===== config.mk =====
export PLATFORM = sky130hd
export DESIGN_NAME = decimating_sensor_history_log_core_flat
export DESIGN_NICKNAME = d
export VERILOG_FILES = /design/src/hw/rtl/dshl_pkg.sv /design/src/hw/rtl/dshl_in_if.sv /design/src/hw/rtl/dshl_out_if.sv /design/src/hw/rtl/decimating_sensor_history_log_core.sv /design/src/flat_wrapper.sv
export SDC_FILE = /design/constraint.sdc
export NUM_CORES = 2
export LEC_CHECK = 0
export ABC_CLOCK_PERIOD_IN_PS = 17100
export BUFFER_PORTS_ARGS = -buffer_cell sky130_fd_sc_hd__buf_2
export CAP_MARGIN = 20
export CORE_MARGIN = 2
export CORE_UTILIZATION = 35
export CTS_CLUSTER_SIZE = 20
export DETAILED_ROUTE_END_ITERATION = 8
export HOLD_SLACK_MARGIN = 0.05
export SYNTH_ARGS = -nofsm -noshare
export SYNTH_HDL_FRONTEND = slang
export SYNTH_SLANG_ARGS = --single-unit

===== constraint.sdc =====
create_clock -name clk_i -period 17.1 [get_ports clk_i]
set_clock_uncertainty 0.05 [all_clocks]
set_input_delay 2.565 -clock clk_i [delete_from_list [all_inputs] [get_ports clk_i]]
set_output_delay 2.565 -clock clk_i [all_outputs]
set_load 0.01 [all_outputs]

===== src/hw/rtl/dshl_pkg.sv =====
// types and constants shared by the decimating sensor history log
package dshl_pkg;

  localparam int unsigned NumMetrics = 3;
  localparam int unsigned WordW      = 32;
  localparam int unsigned TimeW      = 32;
  localparam int unsigned BaseW      = 27;
  localparam int unsigned RateW      = 11;
  localparam int unsigned MetricW    = 2;
  localparam int unsigned LimitW     = 8;
  localparam int unsigned EntryW     = 6;
  localparam int unsigned CfgIdxW    = 1;
  localparam int unsigned CfgDataW   = BaseW;
  localparam int unsigned ProdW      = BaseW + RateW;

  localparam logic [RateW-1:0]   RateReset   = RateW'(1);
  localparam logic [RateW-1:0]   RateCeiling = RateW'(1024);
  localparam logic [RateW-1:0]   MaxReset    = RateW'(8);
  localparam logic [BaseW-1:0]   BaseReset   = BaseW'(60000);

  localparam logic [CfgIdxW-1:0] CfgBaseInterval = 1'd0;
  localparam logic [CfgIdxW-1:0] CfgMaxMult      = 1'd1;

  localparam logic [MetricW-1:0] MetricTemp     = 2'd0;
  localparam logic [MetricW-1:0] MetricHumidity = 2'd1;
  localparam logic [MetricW-1:0] MetricPressure = 2'd2;
  localparam logic [MetricW-1:0] MetricNone     = 2'd3;

  typedef enum logic {
    OP_SAMPLE = 1'b0,
    OP_READ   = 1'b1
  } opcode_e;

  typedef enum logic [2:0] {
    ST_IDLE,
    ST_DEC,
    ST_APP,
    ST_MUL,
    ST_ADD,
    ST_RD_ISSUE,
    ST_RD_WAIT,
    ST_EMPTY
  } state_e;

  typedef struct packed {
    logic               opcode;
    logic [TimeW-1:0]   time_now;
    logic               sample_valid;
    logic               temp_present;
    logic               humidity_present;
    logic               pressure_present;
    logic [WordW-1:0]   temp_word;
    logic [WordW-1:0]   humidity_word;
    logic [WordW-1:0]   pressure_word;
    logic [MetricW-1:0] read_metric;
    logic [LimitW-1:0]  read_limit;
  } in_beat_t;

  typedef struct packed {
    logic [WordW-1:0]  out_word;
    logic [EntryW-1:0] entry_index;
    logic              last;
    logic              empty_res;
  } out_beat_t;

endpackage


===== src/hw/rtl/dshl_in_if.sv =====
// valid/ready channel carrying sample and read requests
interface dshl_in_if import dshl_pkg::*; ();
  logic     valid;
  logic     ready;
  in_beat_t data;

  modport source (output valid, output data, input ready);
  modport sink   (input valid, input data, output ready);
endinterface


===== src/hw/rtl/dshl_out_if.sv =====
// valid/ready channel carrying history words
interface dshl_out_if import dshl_pkg::*; ();
  logic      valid;
  logic      ready;
  out_beat_t data;

  modport source (output valid, output data, input ready);
  modport sink   (input valid, input data, output ready);
endinterface


===== src/hw/rtl/decimating_sensor_history_log_core.sv =====
// decimating sensor history log: three circular histories in one memory
//
// in_i takes one request per beat. A sample request (opcode 0) is dropped
// if time_now is before the due time. An invalid sample (sample_valid 0)
// only sets the new due time. Otherwise the block decimates all histories
// if needed, appends the present words and sets the new due time; it
// produces no beat on out_o. During decimation the single memory port pair
// walks one entry per cycle. A read request (opcode 1) streams up to
// read_limit words of one history, oldest first, last set on the final
// beat; an empty read gives one beat with empty_res set. Each word is a
// memory read, then a load of the output register. The output register
// lets the block accept the next request while the last beat waits; when
// out_o stalls, the block holds at that word. in_i.ready is high only
// between requests. Reset clears counts, pointers, due time (0), rate
// factor (1) and registers (60000, 8); memory contents are not cleared.
// cfg_we_i writes register cfg_idx_i; the user must do so only while
// idle, as the block itself does not enforce it.
module decimating_sensor_history_log_core import dshl_pkg::*; #(
  parameter int unsigned HISTORY_DEPTH = 32
) (
  input  logic                clk_i,
  input  logic                rst_ni,
  input  logic                cfg_we_i,
  input  logic [CfgIdxW-1:0]  cfg_idx_i,
  input  logic [CfgDataW-1:0] cfg_data_i,
  dshl_in_if.sink             in_i,
  dshl_out_if.source          out_o
);

  localparam int unsigned IdxW  = (HISTORY_DEPTH > 1) ? $clog2(HISTORY_DEPTH) : 1;
  localparam int unsigned CntW  = $clog2(HISTORY_DEPTH + 1);
  localparam int unsigned MemD  = NumMetrics * HISTORY_DEPTH;
  localparam int unsigned AddrW = $clog2(MemD);
  localparam logic [CntW-1:0] Depth = CntW'(HISTORY_DEPTH);

  function automatic logic [IdxW-1:0] slot(logic [IdxW-1:0] head, logic [CntW-1:0] off);
    logic [IdxW:0] s;
    s = {1'b0, head} + (IdxW+1)'(off);
    if (s >= (IdxW+1)'(HISTORY_DEPTH)) begin
      s = s - (IdxW+1)'(HISTORY_DEPTH);
    end
    return s[IdxW-1:0];
  endfunction

  function automatic logic [AddrW-1:0] phys(logic [MetricW-1:0] m, logic [IdxW-1:0] s);
    return AddrW'(m) * AddrW'(HISTORY_DEPTH) + AddrW'(s);
  endfunction

  state_e                   state_q, state_d;
  logic [CntW-1:0]          cnt_q [NumMetrics];
  logic [CntW-1:0]          cnt_d [NumMetrics];
  logic [IdxW-1:0]          head_q [NumMetrics];
  logic [IdxW-1:0]          head_d [NumMetrics];
  logic [TimeW-1:0]         due_q, due_d;
  logic [RateW-1:0]         rate_q, rate_d;
  logic [BaseW-1:0]         base_q;
  logic [RateW-1:0]         max_q;
  logic [CntW-1:0]          j_q, j_d;
  logic [MetricW-1:0]       m_q, m_d;
  logic [CntW-1:0]          nrd_q, nrd_d;
  logic [TimeW-1:0]         now_q;
  logic [NumMetrics-1:0]    pres_q;
  logic [WordW-1:0]         word_q [NumMetrics];
  logic [TimeW-1:0]         prod_q, prod_d;
  logic [ProdW-1:0]         prod_full;

  logic [WordW-1:0]         mem_q [MemD];
  logic [WordW-1:0]         rdata_q;
  logic                     rd_en, wr_en;
  logic [AddrW-1:0]         rd_addr, wr_addr;

  logic                     ov_q, ov_d;
  out_beat_t                obeat_q, obeat_d;
  logic                     load, out_free, latch;

  logic [CntW-1:0]          cur_cnt, rd_cnt, half;
  logic [IdxW-1:0]          cur_head;
  logic                     cur_pres, full;
  logic [WordW-1:0]         cur_word;

  always_comb begin
    unique case (m_q)
      MetricTemp: begin
        cur_cnt  = cnt_q[0];
        cur_head = head_q[0];
        cur_pres = pres_q[0];
        cur_word = word_q[0];
      end
      MetricHumidity: begin
        cur_cnt  = cnt_q[1];
        cur_head = head_q[1];
        cur_pres = pres_q[1];
        cur_word = word_q[1];
      end
      MetricPressure: begin
        cur_cnt  = cnt_q[2];
        cur_head = head_q[2];
        cur_pres = pres_q[2];
        cur_word = word_q[2];
      end
      default: begin
        cur_cnt  = '0;
        cur_head = '0;
        cur_pres = 1'b0;
        cur_word = '0;
      end
    endcase
  end

  always_comb begin
    unique case (in_i.data.read_metric)
      MetricTemp:     rd_cnt = cnt_q[0];
      MetricHumidity: rd_cnt = cnt_q[1];
      MetricPressure: rd_cnt = cnt_q[2];
      default:        rd_cnt = '0;
    endcase
  end

  assign half = CntW'(({1'b0, cur_cnt} + (CntW+1)'(1)) >> 1);
  assign full = (in_i.data.temp_present     && cnt_q[0] >= Depth) ||
                (in_i.data.humidity_present && cnt_q[1] >= Depth) ||
                (in_i.data.pressure_present && cnt_q[2] >= Depth);
  assign prod_full = ProdW'(base_q) * ProdW'(rate_q);
  assign out_free  = !ov_q || out_o.ready;

  always_comb begin
    state_d = state_q;
    cnt_d   = cnt_q;
    head_d  = head_q;
    due_d   = due_q;
    rate_d  = rate_q;
    j_d     = j_q;
    m_d     = m_q;
    nrd_d   = nrd_q;
    prod_d  = prod_q;
    rd_en   = 1'b0;
    rd_addr = '0;
    wr_en   = 1'b0;
    wr_addr = '0;
    load    = 1'b0;
    latch   = 1'b0;
    obeat_d = obeat_q;
    in_i.ready = 1'b0;

    unique case (state_q)
      ST_IDLE: begin
        in_i.ready = 1'b1;
        if (in_i.valid) begin
          latch = 1'b1;
          j_d   = '0;
          if (in_i.data.opcode == OP_SAMPLE) begin
            if (in_i.data.time_now < due_q) begin
              state_d = ST_IDLE;
            end else if (!in_i.data.sample_valid) begin
              state_d = ST_MUL;
            end else if (full && rate_q < max_q) begin
              state_d = ST_DEC;
              m_d     = MetricTemp;
              if (rate_q < RateCeiling) begin
                rate_d = rate_q << 1;
              end
            end else begin
              state_d = ST_APP;
              m_d     = MetricTemp;
            end
          end else begin
            m_d = in_i.data.read_metric;
            if (in_i.data.read_metric == MetricNone || in_i.data.read_limit == '0 ||
                rd_cnt == '0) begin
              state_d = ST_EMPTY;
            end else begin
              nrd_d   = (LimitW'(rd_cnt) < in_i.data.read_limit) ? rd_cnt
                                                                 : CntW'(in_i.data.read_limit);
              state_d = ST_RD_ISSUE;
            end
          end
        end
      end

      // even entry 2j is read while entry j-1 gets the word read last cycle
      ST_DEC: begin
        if (j_q < half) begin
          rd_en   = 1'b1;
          rd_addr = phys(m_q, slot(cur_head, CntW'({j_q, 1'b0})));
        end
        if (j_q != '0) begin
          wr_en   = 1'b1;
          wr_addr = phys(m_q, slot(cur_head, j_q - CntW'(1)));
        end
        if (j_q == half) begin
          cnt_d[m_q] = half;
          j_d        = '0;
          if (m_q == MetricPressure) begin
            state_d = ST_APP;
            m_d     = MetricTemp;
          end else begin
            m_d = m_q + MetricW'(1);
          end
        end else begin
          j_d = j_q + CntW'(1);
        end
      end

      ST_APP: begin
        if (cur_pres) begin
          wr_en = 1'b1;
          if (cur_cnt >= Depth) begin
            wr_addr     = phys(m_q, cur_head);
            head_d[m_q] = slot(cur_head, CntW'(1));
          end else begin
            wr_addr    = phys(m_q, slot(cur_head, cur_cnt));
            cnt_d[m_q] = cur_cnt + CntW'(1);
          end
        end
        if (m_q == MetricPressure) begin
          state_d = ST_MUL;
        end else begin
          m_d = m_q + MetricW'(1);
        end
      end

      ST_MUL: begin
        prod_d  = prod_full[TimeW-1:0];
        state_d = ST_ADD;
      end

      ST_ADD: begin
        due_d   = now_q + prod_q;
        state_d = ST_IDLE;
      end

      ST_RD_ISSUE: begin
        rd_en   = 1'b1;
        rd_addr = phys(m_q, slot(cur_head, j_q));
        state_d = ST_RD_WAIT;
      end

      ST_RD_WAIT: begin
        if (out_free) begin
          load                = 1'b1;
          obeat_d.out_word    = rdata_q;
          obeat_d.entry_index = EntryW'(j_q);
          obeat_d.last        = (j_q + CntW'(1) == nrd_q);
          obeat_d.empty_res   = 1'b0;
          if (j_q + CntW'(1) == nrd_q) begin
            state_d = ST_IDLE;
          end else begin
            j_d     = j_q + CntW'(1);
            state_d = ST_RD_ISSUE;
          end
        end
      end

      ST_EMPTY: begin
        if (out_free) begin
          load                = 1'b1;
          obeat_d.out_word    = '0;
          obeat_d.entry_index = '0;
          obeat_d.last        = 1'b1;
          obeat_d.empty_res   = 1'b1;
          state_d             = ST_IDLE;
        end
      end

      default: state_d = ST_IDLE;
    endcase

    if (load) begin
      ov_d = 1'b1;
    end else if (out_o.ready) begin
      ov_d = 1'b0;
    end else begin
      ov_d = ov_q;
    end
  end

  always_ff @(posedge clk_i or negedge rst_ni) begin
    if (!rst_ni) begin
      state_q <= ST_IDLE;
      due_q   <= '0;
      rate_q  <= RateReset;
      base_q  <= BaseReset;
      max_q   <= MaxReset;
      ov_q    <= 1'b0;
      j_q     <= '0;
      m_q     <= MetricTemp;
      for (int k = 0; k < NumMetrics; k++) begin
        cnt_q[k]  <= '0;
        head_q[k] <= '0;
      end
    end else begin
      state_q <= state_d;
      due_q   <= due_d;
      rate_q  <= rate_d;
      ov_q    <= ov_d;
      j_q     <= j_d;
      m_q     <= m_d;
      cnt_q   <= cnt_d;
      head_q  <= head_d;
      if (cfg_we_i) begin
        if (cfg_idx_i == CfgBaseInterval) begin
          base_q <= cfg_data_i;
        end else if (cfg_idx_i == CfgMaxMult) begin
          max_q <= cfg_data_i[RateW-1:0];
        end
      end
    end
  end

  always_ff @(posedge clk_i) begin
    nrd_q   <= nrd_d;
    prod_q  <= prod_d;
    obeat_q <= obeat_d;
    if (latch) begin
      now_q     <= in_i.data.time_now;
      pres_q    <= {in_i.data.pressure_present, in_i.data.humidity_present,
                    in_i.data.temp_present};
      word_q[0] <= in_i.data.temp_word;
      word_q[1] <= in_i.data.humidity_word;
      word_q[2] <= in_i.data.pressure_word;
    end
  end

  // history memory, one write and one registered read per cycle
  always_ff @(posedge clk_i) begin
    if (wr_en) begin
      mem_q[wr_addr] <= (state_q == ST_APP) ? cur_word : rdata_q;
    end
    if (rd_en) begin
      rdata_q <= mem_q[rd_addr];
    end
  end

  assign out_o.valid = ov_q;
  assign out_o.data  = obeat_q;

`ifndef SYNTHESIS
  a_cnt_bound: assert property (@(posedge clk_i) disable iff (!rst_ni)
    cnt_q[0] <= Depth && cnt_q[1] <= Depth && cnt_q[2] <= Depth)
    else $error("history count above depth");

  a_rate_onehot: assert property (@(posedge clk_i) disable iff (!rst_ni)
    $onehot(rate_q))
    else $error("rate factor not a power of two");

  a_no_port_clash: assert property (@(posedge clk_i) disable iff (!rst_ni)
    !(rd_en && wr_en && rd_addr == wr_addr && state_q == ST_DEC && j_q > CntW'(1)))
    else $error("decimation read and write hit the same entry");

  a_empty_last: assert property (@(posedge clk_i) disable iff (!rst_ni)
    ov_q && obeat_q.empty_res |-> obeat_q.last)
    else $error("empty beat without last");

  a_rate_change: assert property (@(posedge clk_i) disable iff (!rst_ni)
    rate_q != $past(rate_q) |-> $past(state_q) == ST_IDLE && state_q == ST_DEC)
    else $error("rate factor changed outside decimation start");
`endif

endmodule


===== src/flat_wrapper.sv =====
// flat-port wrapper written by rule: the top's interface ports become plain ports
module decimating_sensor_history_log_core_flat import dshl_pkg::*;
#(
  parameter int unsigned HISTORY_DEPTH = 32
)
  (clk_i, rst_ni, cfg_we_i, cfg_idx_i, cfg_data_i, in_i_valid, in_i_data, in_i_ready, out_o_valid, out_o_data, out_o_ready);
  dshl_in_if in_i_i ();
  dshl_out_if out_o_i ();
  input  logic clk_i;
  input  logic rst_ni;
  input  logic cfg_we_i;
  input  logic [CfgIdxW-1:0] cfg_idx_i;
  input  logic [CfgDataW-1:0] cfg_data_i;
  input wire logic [$bits(in_i_i.valid)-1:0] in_i_valid;
  input wire logic [$bits(in_i_i.data)-1:0] in_i_data;
  output wire logic [$bits(in_i_i.ready)-1:0] in_i_ready;
  output wire logic [$bits(out_o_i.valid)-1:0] out_o_valid;
  output wire logic [$bits(out_o_i.data)-1:0] out_o_data;
  input wire logic [$bits(out_o_i.ready)-1:0] out_o_ready;
  assign in_i_i.valid = in_i_valid;
  assign in_i_i.data = in_i_data;
  assign in_i_ready = in_i_i.ready;
  assign out_o_valid = out_o_i.valid;
  assign out_o_data = out_o_i.data;
  assign out_o_i.ready = out_o_ready;
  decimating_sensor_history_log_core #(.HISTORY_DEPTH(HISTORY_DEPTH)) u_core (.clk_i(clk_i), .rst_ni(rst_ni), .cfg_we_i(cfg_we_i), .cfg_idx_i(cfg_idx_i), .cfg_data_i(cfg_data_i), .in_i(in_i_i), .out_o(out_o_i));
endmodule

# Word level (Yosys, flattened, before mapping)
# Memories as Yosys holds them, arrays and structs flattened. A register that Yosys moved wholly into a read port is not among the register bits.
# Cells that the tools add are included.
# classes
reduce_logical,33
eq_ne,26
add_sub_neg,21
mux,85
n_bitwise,5
n_lt_le_gt_ge,16
n_mul,1
# ops
op,count
32-bit case mux with 3 select lines,1
5-bit two-way mux,17
40-bit two-way mux,2
40-bit case mux with 2 select lines,1
"6-bit >= comparator, second input constant",9
18-bit two-way mux,3
6-bit case mux with 3 select lines,3
18-bit bitwise mux,2
6-bit two-way mux,6
18-bit case mux with 2 select lines,1
7-bit by 5-bit adder with 7-bit output,5
32-bit adder,1
32-bit less-than comparator,1
27-bit by 11-bit multiplier with 32-bit output,1
32-bit two-way mux,1
3-bit two-way mux,10
7-bit two-way mux,4
7-bit case mux with 2 select lines,2
"5-bit by 1-bit subtractor with 5-bit output, second input constant",5
5-bit by 6-bit adder with 6-bit output,4
3-bit case mux with 8 select lines,1
2-bit two-way mux,9
15-bit bitwise mux,1
5-bit case mux with 3 select lines,1
44 further kinds,96
# totals
ram_bits,3168
elab_cells,211
input_bits,176
output_inout_bits,42
reg_bits,239
n_memories,2
# memory_table
name,depth,width,rd,rd_clocked_by_memory_dff,write_ports,line_no,rtl
u_core.mem_q,96,32,1,1,1,decimating_sensor_history_log_core.sv:67,logic [WordW-1:0] mem_q [MemD];
u_core.word_q,3,32,3,0,3,decimating_sensor_history_log_core.sv:63,logic [WordW-1:0] word_q [NumMetrics];

# Longest topological paths before layout
# logic_depth
depth_word,12
depth_mapped,26
mapped_depth_nobuf,21

# Worst setup path before layout
# Ideal clock, no wire load.
# synth_timing
kind,input -> register
from,input port in_i_valid
to,register u_core.nrd_q[0] (enable)
n_path_buf,0
t_required_ps,16697
path_slack_ps,10568
cell_stages,3
setup_time_ps,353
arrival_ps,6129
cell_sequence,and2_1 > nand2_1 > nor2_1
# synth_between
elab_chain_cells,1
# synth_rtl
item,line_no,rtl
start: declaration,flat_wrapper.sv:14,input wire logic [$bits(in_i_i.valid)-1:0] in_i_valid;
4-bit AND reduction (no line),--,
end signal: assignment,decimating_sensor_history_log_core.sv:311,nrd_q <= nrd_d;
end: declaration,decimating_sensor_history_log_core.sv:60,"logic [CntW-1:0] nrd_q, nrd_d;"
# No other way between the ends.
# A chain may end at the register's enable or synchronous reset.

# Worst setup path in the final report
# layout_timing
from,register u_core.m_q[1]
to,"register u_core.rdata_q[25], read port of u_core.mem_q, data pin"
# layout_between
elab_chain_cells,10
word_cells_on_any_way,24
classes_between,add/sub (7); order compare (3); eq/ne (2); mux (11); reduce/logical (1)
# layout_rtl
item,line_no,rtl
start: declaration,decimating_sensor_history_log_core.sv:59,"logic [MetricW-1:0] m_q, m_d;"
start signal: assignment,decimating_sensor_history_log_core.sv:286,m_q <= MetricTemp;
start signal: assignment,decimating_sensor_history_log_core.sv:297,m_q <= m_d;
"2-bit == test, or another cell as far along",decimating_sensor_history_log_core.sv:82,unique case (m_q)
5-bit case mux with 3 select lines,decimating_sensor_history_log_core.sv:82,
5-bit by 6-bit adder with 6-bit output,decimating_sensor_history_log_core.sv:38,"s = {1'b0, head} + (IdxW+1)'(off);"
5-bit by 1-bit subtractor with 5-bit output or 6-bit >= comparator (tied branches),"decimating_sensor_history_log_core.sv:40, decimating_sensor_history_log_core.sv:39",
5-bit two-way mux,decimating_sensor_history_log_core.sv:39,if (s >= (IdxW+1)'(HISTORY_DEPTH)) begin
5-bit two-way mux,decimating_sensor_history_log_core.sv:182,if (j_q < half) begin
5-bit two-way mux,decimating_sensor_history_log_core.sv:145,unique case (state_q)
7-bit by 5-bit adder with 7-bit output,decimating_sensor_history_log_core.sv:46,return AddrW'(m) * AddrW'(HISTORY_DEPTH) + AddrW'(s);
7-bit two-way mux,decimating_sensor_history_log_core.sv:182,
7-bit case mux with 2 select lines,decimating_sensor_history_log_core.sv:145,
end: declaration,decimating_sensor_history_log_core.sv:68,logic [WordW-1:0] rdata_q;
# Several ways; a longest one is shown, not always the timed one. The select of a mux whose other input is x is not followed.

==> results.cfg <==
[grt]
grt_pass1_vias = 86400
grt_antenna_before_repair = 38
use_met1_pct = 28.5
grt_overflow = 0
top_usage_layer = met2
grt_max_degree = 135
grtUsageMet3_pct = 5.84
grt_pass1_wl_mm = 656
grt_usage_pct = 22.0
grt_util_met2_pct = 34.5

[route]
antenna_left = 0
wl_per_cell_um = 31.7
vias_per_cell = 5.97
drc = 0
vias = 88000
drt_iter0_drc = 13500
dr.pass1.iters = 8
routed_wl_mm = 468

[clock_network]
cts_setup_buffers = 0
holdBufCountCts = 0
clkTransAtPathRegs_ps = 60
clock_sinks = 3439
worstSkewPairLatency_ps = 1010
tritoncts = built
root_buffer = clkbuf_16
clk_path_buf_depth = 4
cts.htree.levels = 5
cts_resized = 0
cts_buffers = 351

[worst_setup_path]
r2r_end = u_core.rdata_q[25]$_DFFE_PP_
crit_arrival_ps = 10190
cp-startpoint = u_core.m_q[1]$_DFFE_PN0P_
r2r_slack_ps = 7560
crit_path_max_fanout = 134
crit_end = u_core.rdata_q[25]$_DFFE_PP_
worstRegToRegCells = 22
endpoint_kind = flop
critPathKind = reg -> reg
cp-start-kind = flop
required_ps = 17760
r2r_start = u_core.m_q[1]$_DFFE_PN0P_

[layout]
syn_to_final_growth_pct = 14.3
nNetsFinal = 9585
drive_gt1_share_pct = 17.5

[yosys]
ys_ff_latch = 3439
synthSimpleGateAreaFrac_pct = 5.09
synth_xor_area_share_pct = 0.487
synth_cell_types = 86
yosysWarnings = 0
yosys_most_used_dff = edfxtp_1
yosysMostFrequentCell = edfxtp_1
synthMuxAreaShare_pct = 6.20
postSynthAreaPerCell_sq_um = 16.4
synth_common_cells = edfxtp_1, nand2_1, o221ai_1, a21oi_1, clkbuf_1
synth_top_area_share_pct = 69.6
netlist_top_cells_area = edfxtp_1, mux4_2, o221ai_1
synth_fa_ha_area_share_pct = 4.46
synth_largest_area_cell = edfxtp_1
synth_area_sq_mm = 0.143
syn_inst = 8717
synth_top_family_by_area = compound AO/OA/AOI/OAI gates
synth-async-reset-ratio_pct = 3.66
synth_edf_count = 3313
synth_nets = 9273
yosysSeqAreaShare_pct = 71.8
synth_compound_area_share_pct = 9.44

[sta]
fin_crit_sh_pct = 55.8
slew_viol_final = 0
maxSlewHeadroom_pct = 7.18
fin_crit_ps = 9540
setup_tns_ps = 0
fin_ws_ps = 7560
setup_viol = 0
max_slew.worst_pin.slew_ps = 1390
fmax_mhz = 105
rsz0062_at_grt = false
finalHoldViolations = 0

[power]
cellInternalPower_w = 0.0158
clkPwrFrac_pct = 32.6
power_frac_comb_pct = 18.6
p_per_area_mw_per_mm2 = 139
pwr-share-seq_pct = 48.8
peakVddDrop_mv = 0.122
swShare_pct = 30.3
switchingPower_w = 0.00687
leakagePower_nw = 53.2

[place]
portBuffers = 217
place_hpwl_mm = 273
pre_cts_slack_ps = 7520
gp_congestion = 0.900

[die]
die_w_um = 643
fp-row-count = 234
io_pins = 218
die_y_um = 643
dieArea_sq_mm = 0.414
design.core.area_sq_mm = 0.406
start_util_pct = 35.2

[run]
cap_viol_max_count = 0

[min_path]
min_path_type = reg -> reg
min-delay-start = u_core.due_q[10]$_DFFE_PN0P_

[outcome]
status = completed
worst max-delay path, cell delays in order (launching register included):
cell and delay [ps]:
dfrtp_1 470, inv_1 200, ha_2 200, buf_4 530, a222oi_1 220, or2_2 350
inv_1 130, ha_1 190, nor4b_1 410, mux2_2 410, inv_1 90, ha_1 150
nand4_1 140, a21oi_1 610, o41ai_4 220, nand2_8 650, buf_4 740, buf_12 670
mux4_2 590, o2111ai_1 670, nand4_1 200, nor4_1 920, o41ai_1 180
per-layer routing:
metal  vias up  wire [um]
li1      35500          -
met1     45800     172000
met2      5719     215000
met3       993      57000
met4        26      23500
met5         -        311
power groups by stage:
stage | sequential [W] | combinational [W] | clock, W
after floorplan | 0.0114 | 0.00182 | 0
final | 0.0111 | 0.00420 | 0.00739
after detailed placement | 0.0112 | 0.00400 | 0
after CTS | 0.0111 | 0.00401 | 0.00746
after global routing | 0.0111 | 0.00435 | 0.00778
after global placement | 0.0112 | 0.00384 | 0
metrics by stage:
step	hold WS [ps]	utilization, %	instance area (sq um)	total power (W)	std cells
after floorplan	399	-	143000	0.0132	8717
after global placement	415	37.4	152000	0.0151	14100
after detailed placement	419	37.4	152000	0.0152	14100
after CTS	433	40.1	163000	0.0225	14700
after global routing	449	40.2	163000	0.0232	14700
final	429	40.2	163000	0.0226	14700
kinds of logic after synthesis:
group | Yosys count
adders and majority gates | 380
DFF | 3439
muxes | 489
xor gates and xnor gates | 78
and+or+nand+nor | 1583
AOI/OAI and AO/OA | 1887
buffers and inverters | 861
cells in the final DEF, fill, tap and decap left out, drive strengths merged, types with 21 or more instances in the layout:
cell type     n
a221oi       25
mux2i        94
inv         276
nor3        138
xor2         32
nand4        23
o22ai       143
o311ai       28
fa          216
clkinv      137
nor2        274
nand3       199
edfxtp     3313
or3          63
o211ai       84
a311oi       29
mux2         86
dfrtp       117
nor4         33
a21o         60
a222oi       45
a211oi       76
a31oi        71
ha          164
mux4        309
buf         553
and2        143
nand2b       21
nand2       630
a21oi       356
o21ai       249
diode        26
o221ai      562
clkbuf      440
xnor2        45
registers in the layout (all words and copies together), names as in the netlist:
signal / flops
u_core.mem_q: 3072
u_core.word_q: 96
u_core.out_o.data: 40
u_core.due_q: 32
u_core.now_q: 32
u_core.prod_q: 32
u_core.rdata_q: 32
u_core.base_q: 27
u_core.cnt_q: 18
u_core.head_q: 15
u_core.max_q: 11
u_core.rate_q: 11
u_core.j_q: 6
u_core.nrd_q: 6
u_core.pres_q: 3
u_core.state_q: 3
u_core.m_q: 2
u_core.out_o.valid: 1
worst min-delay path by stage:
| stage | end | slack [ps] | cells past startpoint |
|---|---|---|---|
| after floorplan | u_core.due_q[22]$_DFFE_PN0P_ | 400 | 2 |
| after global placement | u_core.due_q[19]$_DFFE_PN0P_ | 420 | 2 |
| after detailed placement | u_core.due_q[4]$_DFFE_PN0P_ | 420 | 1 |
| after CTS | u_core.due_q[4]$_DFFE_PN0P_ | 430 | 1 |
| after global routing | u_core.due_q[7]$_DFFE_PN0P_ | 450 | 2 |
| final | u_core.due_q[10]$_DFFE_PN0P_ | 430 | 2 |
final cells by class:
cell class / count / area (sq um)
antenna: 26 / 65.1
clock buffer: 438 / 9220
clock inverter: 180 / 1630
fill: 36600 / 243000
inverter: 265 / 995
multi-input combinational: 4417 / 38100
sequential: 3439 / 103000
tap: 5428 / 6790
timing repair buffer: 555 / 3980
No activity file was read; power rests on OpenSTA's default activity.
